--- src/design/hpr_pkg.sv ---
// Shared widths, stage map, limits and register indexes for the haze pixel recovery unit.
package hpr_pkg;

    localparam int PIX_W       = 8;
    localparam int GAIN_W      = 16;
    localparam int NUM_W       = 2 * PIX_W;
    localparam int PROD_W      = GAIN_W + PIX_W;
    localparam int CFG_INDEX_W = 3;
    localparam int CFG_DATA_W  = 16;
    localparam int TDATA_W     = 4 * PIX_W;

    // Stage map: front end, lane front end, multiply, divide stages, output register.
    localparam int DIV_STAGES      = 4;
    localparam int DIV_STEPS       = NUM_W / DIV_STAGES;
    localparam int LANE_STAGE      = 1;
    localparam int MULT_STAGE      = 2;
    localparam int FIRST_DIV_STAGE = 3;
    localparam int NUM_STAGES      = DIV_STAGES + 4;

    // 0.9 in Q0.16, truncated.
    localparam logic [GAIN_W-1:0] GAIN_MAX = 16'd58982;

    typedef logic [PIX_W-1:0] pix_t;

    typedef enum logic [CFG_INDEX_W-1:0] {
        CFG_HAZE_GAIN   = 3'd0,
        CFG_ATMOS_BLUE  = 3'd1,
        CFG_ATMOS_GREEN = 3'd2,
        CFG_ATMOS_RED   = 3'd3,
        CFG_LIGHT_CAP   = 3'd4
    } cfg_index_t;

endpackage

--- src/design/hpr_lane.sv ---
// One colour channel of the recovery datapath: difference, product, pipelined divide and select.
module hpr_lane (
    input  logic                             clk,
    input  logic [hpr_pkg::NUM_STAGES-1:1]   en,
    input  hpr_pkg::pix_t                    raw,
    input  hpr_pkg::pix_t                    atmos,
    input  hpr_pkg::pix_t                    dark,
    input  hpr_pkg::pix_t                    cap,
    output hpr_pkg::pix_t                    recovered
);
    import hpr_pkg::*;

    typedef struct packed {
        pix_t             rem;
        logic [NUM_W-1:0] acc;
        logic [NUM_W-1:0] num;
        pix_t             raw;
        pix_t             den_mag;
        logic             den_neg;
        logic             den_zero;
    } div_t;

    // Restoring division, four quotient bits per stage. The dividend shifts out of acc
    // from the top while the quotient bits fill it from the bottom.
    function automatic div_t div_step(div_t d_in);
        div_t           d;
        logic [PIX_W:0] t;
        d = d_in;
        for (int s = 0; s < DIV_STEPS; s++)
        begin
            t     = {d.rem, d.acc[NUM_W-1]};
            d.acc = {d.acc[NUM_W-2:0], 1'b0};
            if (t >= {1'b0, d.den_mag})
            begin
                d.rem    = PIX_W'(t - {1'b0, d.den_mag});
                d.acc[0] = 1'b1;
            end
            else
            begin
                d.rem = t[PIX_W-1:0];
            end
        end
        return d;
    endfunction

    logic [PIX_W:0]   den_full;
    logic             den_neg;
    pix_t             den_mag;

    pix_t             raw1_reg;
    pix_t             diff1_reg;
    pix_t             den_mag1_reg;
    logic             den_neg1_reg;
    logic             den_zero1_reg;

    logic [NUM_W-1:0] num_prod;
    div_t             div_reg [0:DIV_STAGES];

    logic [NUM_W-1:0] quo;
    logic [NUM_W-1:0] val;
    pix_t             neg_byte;
    pix_t             recovered_next;
    pix_t             recovered_reg;

    // The sign of atmos minus dark decides how the quotient is treated at the end.
    always_comb
    begin
        den_full = {1'b0, atmos} - {1'b0, dark};
        den_neg  = den_full[PIX_W];
        den_mag  = den_neg ? PIX_W'(-den_full) : den_full[PIX_W-1:0];
    end

    // Dark never exceeds the smallest channel, so the difference cannot go negative.
    always_ff @(posedge clk)
    begin
        if (en[LANE_STAGE])
        begin
            raw1_reg      <= raw;
            diff1_reg     <= raw - dark;
            den_mag1_reg  <= den_mag;
            den_neg1_reg  <= den_neg;
            den_zero1_reg <= (den_full == '0);
        end
    end

    assign num_prod = NUM_W'(atmos) * NUM_W'(diff1_reg);

    always_ff @(posedge clk)
    begin
        if (en[MULT_STAGE])
        begin
            div_reg[0].rem      <= '0;
            div_reg[0].acc      <= num_prod;
            div_reg[0].num      <= num_prod;
            div_reg[0].raw      <= raw1_reg;
            div_reg[0].den_mag  <= den_mag1_reg;
            div_reg[0].den_neg  <= den_neg1_reg;
            div_reg[0].den_zero <= den_zero1_reg;
        end
    end

    for (genvar i = 1; i <= DIV_STAGES; i++)
    begin : g_div
        always_ff @(posedge clk)
        begin
            if (en[FIRST_DIV_STAGE + i - 1])
            begin
                div_reg[i] <= div_step(div_reg[i-1]);
            end
        end
    end

    // A negative divisor gives a quotient of zero or below, which never exceeds the cap.
    always_comb
    begin
        quo      = div_reg[DIV_STAGES].acc;
        val      = div_reg[DIV_STAGES].den_zero ? div_reg[DIV_STAGES].num : quo;
        neg_byte = PIX_W'(NUM_W'(0) - quo);
        if (div_reg[DIV_STAGES].den_neg)
        begin
            recovered_next = neg_byte;
        end
        else if (val > NUM_W'(cap))
        begin
            recovered_next = div_reg[DIV_STAGES].raw;
        end
        else
        begin
            recovered_next = val[PIX_W-1:0];
        end
    end

    always_ff @(posedge clk)
    begin
        if (en[NUM_STAGES-1])
        begin
            recovered_reg <= recovered_next;
        end
    end

    assign recovered = recovered_reg;

endmodule

--- src/design/haze_pixel_recovery_unit.sv ---
// Top level of the haze pixel recovery unit: configuration, front end, lanes and handshake.
// An accepted request moves from the front end through the lane front end, multiply and divide stages to the output.
// Throughput: one pixel per cycle unless the output stalls; eight register stages, four of them the divide.
// A stalled output holds its stage while empty stages behind it keep filling.
// Reset empties the pipeline, sets haze_gain to 0 and the light and cap registers to 255.
module haze_pixel_recovery_unit (
    input  logic                              clk,
    input  logic                              rst_n,
    input  logic                              cfg_we,
    input  logic [hpr_pkg::CFG_INDEX_W-1:0]   cfg_index,
    input  logic [hpr_pkg::CFG_DATA_W-1:0]    cfg_wdata,
    input  logic                              s_axis_tvalid,
    output logic                              s_axis_tready,
    // blue_in, green_in, red_in, local_average (lowest bits first)
    input  logic [hpr_pkg::TDATA_W-1:0]       s_axis_tdata,
    output logic                              m_axis_tvalid,
    input  logic                              m_axis_tready,
    // dark_value, blue_out, green_out, red_out (lowest bits first)
    output logic [hpr_pkg::TDATA_W-1:0]       m_axis_tdata
);
    import hpr_pkg::*;

    logic [GAIN_W-1:0]     haze_gain_reg;
    pix_t                  atmos_blue_reg;
    pix_t                  atmos_green_reg;
    pix_t                  atmos_red_reg;
    pix_t                  light_cap_reg;
    logic [GAIN_W-1:0]     gain_wr;

    logic [NUM_STAGES-1:0] en;
    logic [NUM_STAGES-1:0] valid_reg;

    pix_t                  blue_in;
    pix_t                  green_in;
    pix_t                  red_in;
    pix_t                  local_average;
    pix_t                  minch;
    logic [PROD_W-1:0]     gain_prod;

    pix_t                  blue0_reg;
    pix_t                  green0_reg;
    pix_t                  red0_reg;
    pix_t                  minch0_reg;
    pix_t                  scaled0_reg;

    pix_t                  dark_next;
    pix_t                  dark_reg [1:NUM_STAGES-1];

    pix_t                  blue_out;
    pix_t                  green_out;
    pix_t                  red_out;

    // The gain is clamped as it is written, so the datapath sees it already limited.
    assign gain_wr = (cfg_wdata > GAIN_MAX) ? GAIN_MAX : cfg_wdata;

    always_ff @(posedge clk or negedge rst_n)
    begin
        if (!rst_n)
        begin
            haze_gain_reg   <= '0;
            atmos_blue_reg  <= '1;
            atmos_green_reg <= '1;
            atmos_red_reg   <= '1;
            light_cap_reg   <= '1;
        end
        else if (cfg_we)
        begin
            case (cfg_index_t'(cfg_index))
                CFG_HAZE_GAIN:   haze_gain_reg   <= gain_wr;
                CFG_ATMOS_BLUE:  atmos_blue_reg  <= cfg_wdata[PIX_W-1:0];
                CFG_ATMOS_GREEN: atmos_green_reg <= cfg_wdata[PIX_W-1:0];
                CFG_ATMOS_RED:   atmos_red_reg   <= cfg_wdata[PIX_W-1:0];
                CFG_LIGHT_CAP:   light_cap_reg   <= cfg_wdata[PIX_W-1:0];
                default:         ;
            endcase
        end
    end

    // A stage may load when it is empty or when the stage after it moves on.
    always_comb
    begin
        en[NUM_STAGES-1] = !valid_reg[NUM_STAGES-1] || m_axis_tready;
        for (int k = NUM_STAGES - 2; k >= 0; k--)
        begin
            en[k] = !valid_reg[k] || en[k+1];
        end
    end

    always_ff @(posedge clk or negedge rst_n)
    begin
        if (!rst_n)
        begin
            valid_reg <= '0;
        end
        else
        begin
            if (en[0])
            begin
                valid_reg[0] <= s_axis_tvalid;
            end
            for (int k = 1; k < NUM_STAGES; k++)
            begin
                if (en[k])
                begin
                    valid_reg[k] <= valid_reg[k-1];
                end
            end
        end
    end

    assign s_axis_tready = en[0];
    assign m_axis_tvalid = valid_reg[NUM_STAGES-1];

    assign blue_in       = s_axis_tdata[PIX_W-1:0];
    assign green_in      = s_axis_tdata[2*PIX_W-1:PIX_W];
    assign red_in        = s_axis_tdata[3*PIX_W-1:2*PIX_W];
    assign local_average = s_axis_tdata[4*PIX_W-1:3*PIX_W];

    always_comb
    begin
        minch = (blue_in < green_in) ? blue_in : green_in;
        if (red_in < minch)
        begin
            minch = red_in;
        end
        gain_prod = PROD_W'(haze_gain_reg) * PROD_W'(local_average);
    end

    always_ff @(posedge clk)
    begin
        if (en[0])
        begin
            blue0_reg   <= blue_in;
            green0_reg  <= green_in;
            red0_reg    <= red_in;
            minch0_reg  <= minch;
            scaled0_reg <= gain_prod[PROD_W-1:GAIN_W];
        end
    end

    assign dark_next = (scaled0_reg < minch0_reg) ? scaled0_reg : minch0_reg;

    always_ff @(posedge clk)
    begin
        if (en[1])
        begin
            dark_reg[1] <= dark_next;
        end
        for (int k = 2; k < NUM_STAGES; k++)
        begin
            if (en[k])
            begin
                dark_reg[k] <= dark_reg[k-1];
            end
        end
    end

    hpr_lane u_lane_blue (
        .clk       (clk),
        .en        (en[NUM_STAGES-1:1]),
        .raw       (blue0_reg),
        .atmos     (atmos_blue_reg),
        .dark      (dark_next),
        .cap       (light_cap_reg),
        .recovered (blue_out)
    );

    hpr_lane u_lane_green (
        .clk       (clk),
        .en        (en[NUM_STAGES-1:1]),
        .raw       (green0_reg),
        .atmos     (atmos_green_reg),
        .dark      (dark_next),
        .cap       (light_cap_reg),
        .recovered (green_out)
    );

    hpr_lane u_lane_red (
        .clk       (clk),
        .en        (en[NUM_STAGES-1:1]),
        .raw       (red0_reg),
        .atmos     (atmos_red_reg),
        .dark      (dark_next),
        .cap       (light_cap_reg),
        .recovered (red_out)
    );

    assign m_axis_tdata = {red_out, green_out, blue_out, dark_reg[NUM_STAGES-1]};

endmodule
--- config.mk ---
export PLATFORM = sky130hd
export DESIGN_NAME = haze_pixel_recovery_unit
export DESIGN_NICKNAME = d
export VERILOG_FILES = /design/src/design/hpr_pkg.sv /design/src/design/hpr_lane.sv /design/src/design/haze_pixel_recovery_unit.sv
export SDC_FILE = /design/constraint.sdc
export NUM_CORES = 2
export LEC_CHECK = 0
export CAP_MARGIN = 25
export CORE_UTILIZATION = 59
export DETAILED_ROUTE_END_ITERATION = 6
export DONT_BUFFER_PORTS = 1
export PLACE_DENSITY = 0.89
export SLEW_MARGIN = 25
export SYNTH_ARGS = -nofsm -noshare
export SYNTH_HDL_FRONTEND = slang
export SYNTH_HIERARCHICAL = 1
export SYNTH_SLANG_ARGS = --single-unit
--- constraint.sdc ---
create_clock -name clk -period 8.25 [get_ports clk]
set_input_delay 0.825 -clock clk [delete_from_list [all_inputs] [get_ports clk]]
set_output_delay 0.825 -clock clk [all_outputs]
set_load 0.02 [all_outputs]
* Yosys cells after proc, flatten, opt, wreduce, memory -nomap -nowiden *
Memories as Yosys holds them, arrays and structs flattened.
Cells that the tools add are included.

storage, ports and cells
  flip-flop bits (word level) = 198
  bits in latches = 0
  bits in writable memories = 926
  bits in read-only memories = 0
  input bits = 56
  output and inout bits = 34
  memories = 4

cells by class
  $add $sub $neg = 60
  multipliers = 4
  divide/modulo/power cells = 0
  $lt $le $gt $ge = 55
  eq/ne operators = 4
  shifts and indexed selects = 0
  mux-type cells = 222
  bitwise gates (word level) = 0
  reductions and logical operators = 25

memories
  memory                words  bits a word  rd ports  clocked after Yosys merged registers in  wr ports  RTL line                        RTL
  u_lane_blue.div_reg   5      58           5         0                                        5         hpr_lane.sv:57                  div_t div_reg [0:DIV_STAGES];
  u_lane_green.div_reg  5      58           5         0                                        5         hpr_lane.sv:57
  u_lane_red.div_reg    5      58           5         0                                        5         hpr_lane.sv:57
  dark_reg              7      8            7         0                                        7         haze_pixel_recovery_unit.sv:47  pix_t dark_reg [1:NUM_STAGES-1];

operator list
  kind                    number
  $mux W8                 108
  $ge A9 B8 Y1            48
  $sub A8 B8 Y8           51
  $mux W1                 110
  $mux W16                4
  $gt A16 B8 Y1           3
  $mul A8 B8 Y16          3
  $logic_not A9 Y1        3
  $sub A8 B8 Y9           3
  $lt A8 B8 Y1            3
  $mul A16 B8 Y24         1
  $neg A8 Y8              3
  $sub A1 B8 Y8 const A   3
  $gt A16 B16 Y1 const B  1
  $reduce_and A2 Y1       5
  $logic_not A1 Y1        8
  $logic_or A1 B1 Y1      8
  $eq A3 B2 Y1 const B    2
  $eq A3 B1 Y1 const B    1
  $eq A3 B3 Y1 const B    1
  $logic_not A3 Y1        1

* Longest topological paths before layout *
  depth after elaboration = 16
  depth in mapped cells = 42
  mapped depth without buffers = 40

* By module *
The synthesis kept the hierarchy.

by module, submodules not included
  module                    instances  cells each  area an instance (µm²)
  hpr_lane (u_lane_blue)    1          1,527       17,456.7
  hpr_lane (u_lane_green)   1          1,492       17,261.6
  hpr_lane (u_lane_red)     1          1,471       17,185.2
  haze_pixel_recovery_unit  1          775         9,638.0

* Worst setup path after synthesis *
No wires, ideal clock.

  path kind = reg-to-reg
  start = memory u_lane_blue/div_reg[0][53] (netlist name)
  end = memory u_lane_blue/div_reg[0][161] (netlist name) (data pin)
  setup time = 261 ps
  arrival time = 8,137 ps
  data required time = 7,989 ps
  slack = -148 ps
  stages on the path, launching flop included = 42
  buffers on the path = 5
  cell sequence = edfxtp_1 > inv_1 > ha_1 > nor2b_1 > o21ba_4 > nor3_1 > or2_1 > buf_6 > clkbuf_1 > nor2_1 > a21oi_1 > inv_1 > ha_1 > nor2b_1 > o31a_1 > o31ai_4 > o2bb2ai_1 > o211ai_2 > [... 6 more ...] > o41ai_1 > a21o_1 > and2_1 > clkbuf_1 > nand2_1 > o21ai_0 > ha_1 > nor2b_1 > o21ai_0 > a21boi_0 > o21ai_0 > a211o_1 > a21oi_1 > or4b_1 > buf_2 > and2b_4 > buf_6 > a221o_1

RTL lines
  what         RTL line
  from (decl)  hpr_lane.sv:57

==> run summary <==
#FFs+latches synth - 932
Root Buffer - clkbuf_16
Vias - 43452
Final Core Density - 66.0%
Most frequent cell after synthesis - edfxtp_1
Post-Syn Nets - 6171
ANT nets after route - 0
Dominant cell type by area after synthesis - edfxtp_1
Top Usage Layer GRT - met2
Synth Area in Adders - 20.2%
Clock Tree Buf Depth - 3
Met3 usage - 5.57%
Post-synth EDFFs - 876
CTS tree - built
Measured slew at the worst slew-check pin - 1.12 ns
Die Y - 325 um
H-tree depth - 3
Hold crit path type - input port to flip-flop
Initial DRC Count - 4606
Worst-Skew Late Latency - 0.70 ns
WL final - 155000 um
Mapped Area - 61500 sq um
Layout cells sized above 1 - 14.1%
Largest cells by area after synthesis - edfxtp_1 (43%), ha_1 (12%), fa_1 (7.8%), inv_1 (3.9%), mux2_2 (3.9%)
Starting Density - 59.5%
Vias in the first global route - 44254
Inserted Clock Buffers - 95
Primary FF master, synth - edfxtp_1
Post-synth ARST share - 6.01%
Largest family of logic cells by synthesized area - adder cells
Row cnt - 118
Fin worst setup slack - -0.0930 ns
Total Nets Final - 6395
Startpoint Class - flip-flop
Final Hold Viols - 0
Violated checks - design-rule violations, negative setup slack
First-pass iteration count of the detailed router - 7
Top cell type's share of synthesized area - 42.7%
Syn Area/Cell - 11.7 sq um
CP required - 8.76 ns
Reg clk slew, reported paths - 0.07 ns
Mux cell area share after synthesis - 5.63%
Die area - 106000 sq um
CP Capture Type - flip-flop
Post-synthesis xor/xnor area fraction - 4.18%
Setup TNS Final - -0.936 ns
Fin. max-slew vios - 0
Status - finished, violations left
Final setup vio count - 15
I/O Buffers - 0
DP HPWL - 105000 um
Floorplan Core Area - 103000 sq um
Synth cell count leaders - edfxtp_1 (876), inv_1 (644), ha_1 (611)
Synth Area in Simple Gates - 11.0%
# clock sinks - 932
Largest net degree at the start of global routing - 96
Met2 usage - 47.9%
WS Path Type - flip-flop to flip-flop
M1 GR Usage - 34.4%
Arrival @ worst endpoint - 8.86 ns
Die width - 325 um
WL/cell - 22.3 um
Warnings from Yosys - 6
Tmin final - 8.34 ns
# IOs - 90
WP buf/inv - 4
Compound-gate portion of the synthesized area - 9.57%
Total track usage - 28.1%
Min Hold Slack - 0.218 ns
Distinct cell type count after synthesis - 110
First-pass GRT wire length - 235000 um
CP top delay family - compound AO/OA/AOI/OAI gates
Slowest-stage cell, CP - edfxtp_1
Setup Skew - 0.0300 ns
Cell mode on critical path - ha_1
Via-per-instance ratio - 6.25
# DRC - 5
Place WS - -0.249 ns
Crit-path max FO - 10
Sequential share of the synthesized area - 45.1%
Gpl congestion - 0.953
Critical Path Max Stage Delay - 0.45 ns
Max_cap viols - 0
Grt ovf - 0
Synth Instances - 5265
Relative slew slack - 25.3%
Initial antenna violation count - 7
Max Fclk - 120 MHz
P&R area growth vs syn - 11.0%
Final worst-path cycle share - 101%
per-layer routing:
| metal | up-vias | part of all wire (%) |
|---|---|---|
| met5 | - | 0.037 |
| met4 | 10 | 4.8 |
| met3 | 605 | 9.0 |
| met2 | 2540 | 49 |
| met1 | 21046 | 38 |
| li1 | 19251 | - |
layout make-up:
| cell class | count | area (sq um) |
|---|---|---|
| diodes | 3 | 7.51 |
| clock buffers | 104 | 2470 |
| clock inverters | 74 | 845 |
| fillers | 6676 | 35200 |
| inverters | 648 | 2440 |
| multi-input cells | 3637 | 31700 |
| flip-flops and latches | 932 | 27700 |
| well taps | 1380 | 1730 |
| repair buffers | 175 | 1360 |
cells by family (layout without fill, tap and decap cells):
logic type      count (synthesis)  after routing
compound gates                887            888
xor+xnor                      294            294
flops                         932            932
buf+inv                       699           1001
mux                           315            315
simple gates                 1288           1290
other cells                     0              3
fa+ha+maj                     850            850
cell usage in the layout (no fill, tap or decap), types with 18 or more instances in the layout:
cell type  count
or2_2         34
nand3_1       47
a21oi_1      209
inv_2         21
a21o_1        82
o211ai_1      20
o21a_1        50
nand4_1       57
and2_1       261
fa_1         239
xor2_1        86
mux2i_1       85
inv_1        624
edfxtp_1     876
dfstp_2       32
o21ai_1       32
o21ai_0      183
nand2b_1      56
a21boi_0      23
o31ai_1       18
xnor2_1      208
a211oi_1      18
mux2_2       214
clkbuf_16     97
nor3_1        72
and3_1        20
o21bai_1      42
nor2_1       220
a21oi_2       19
buf_4        168
dfrtp_1       24
nor2b_1      111
ha_1         602
nand2_1      296
clkinv_1      18
worst reg2reg max path: cells and delay by family (launching register included):
| family | cells | cell delay, ns |
|---|---|---|
| AOI/OAI and AO/OA | 14 | 2.91 |
| muxes | 2 | 0.47 |
| and+or+nand+nor | 11 | 2.30 |
| buffers and inverters | 4 | 0.77 |
| adders and majority gates | 4 | 1.29 |
| DFF | 1 | 0.45 |
worst paths after layout:
kind	cells after the start	end	startpoint	slack (ns)
max	35	u_lane_green/div_reg[0][220]	u_lane_green/div_reg[0][112]	-0.09
min	0	green0_reg[7]	s_axis_tdata[15]	0.22
max reg2reg	35	u_lane_green/div_reg[0][220]	u_lane_green/div_reg[0][112]	-0.09
min reg2reg	0	u_lane_green/div_reg[0][150]	u_lane_green/div_reg[0][88]	0.41
max in group asynchronous	2	atmos_blue_reg[0]	rst_n	7.24
min in group asynchronous	2	haze_gain_reg[15]	rst_n	0.68
stage by stage:
stage / std cells / cell area, sq um
after floorplan: 5265 / 61600
after global placement: 6717 / 64000
after detailed placement: 6717 / 64000
after CTS: 6900 / 67500
after global routing: 6951 / 68300
final: 6953 / 68300
what timing repair did:
item,CTS,global route
setup buffers,2,48
hold buffers,2,0
hold endpoints to repair,56,0
gates resized for setup,26,140
endpoints found under the setup margin,40,84
pin swaps,3,29
gates cloned,1,2
Power is not shown: default switching activity piles up to over one toggle a cycle in this logic, so the estimate is an artifact.
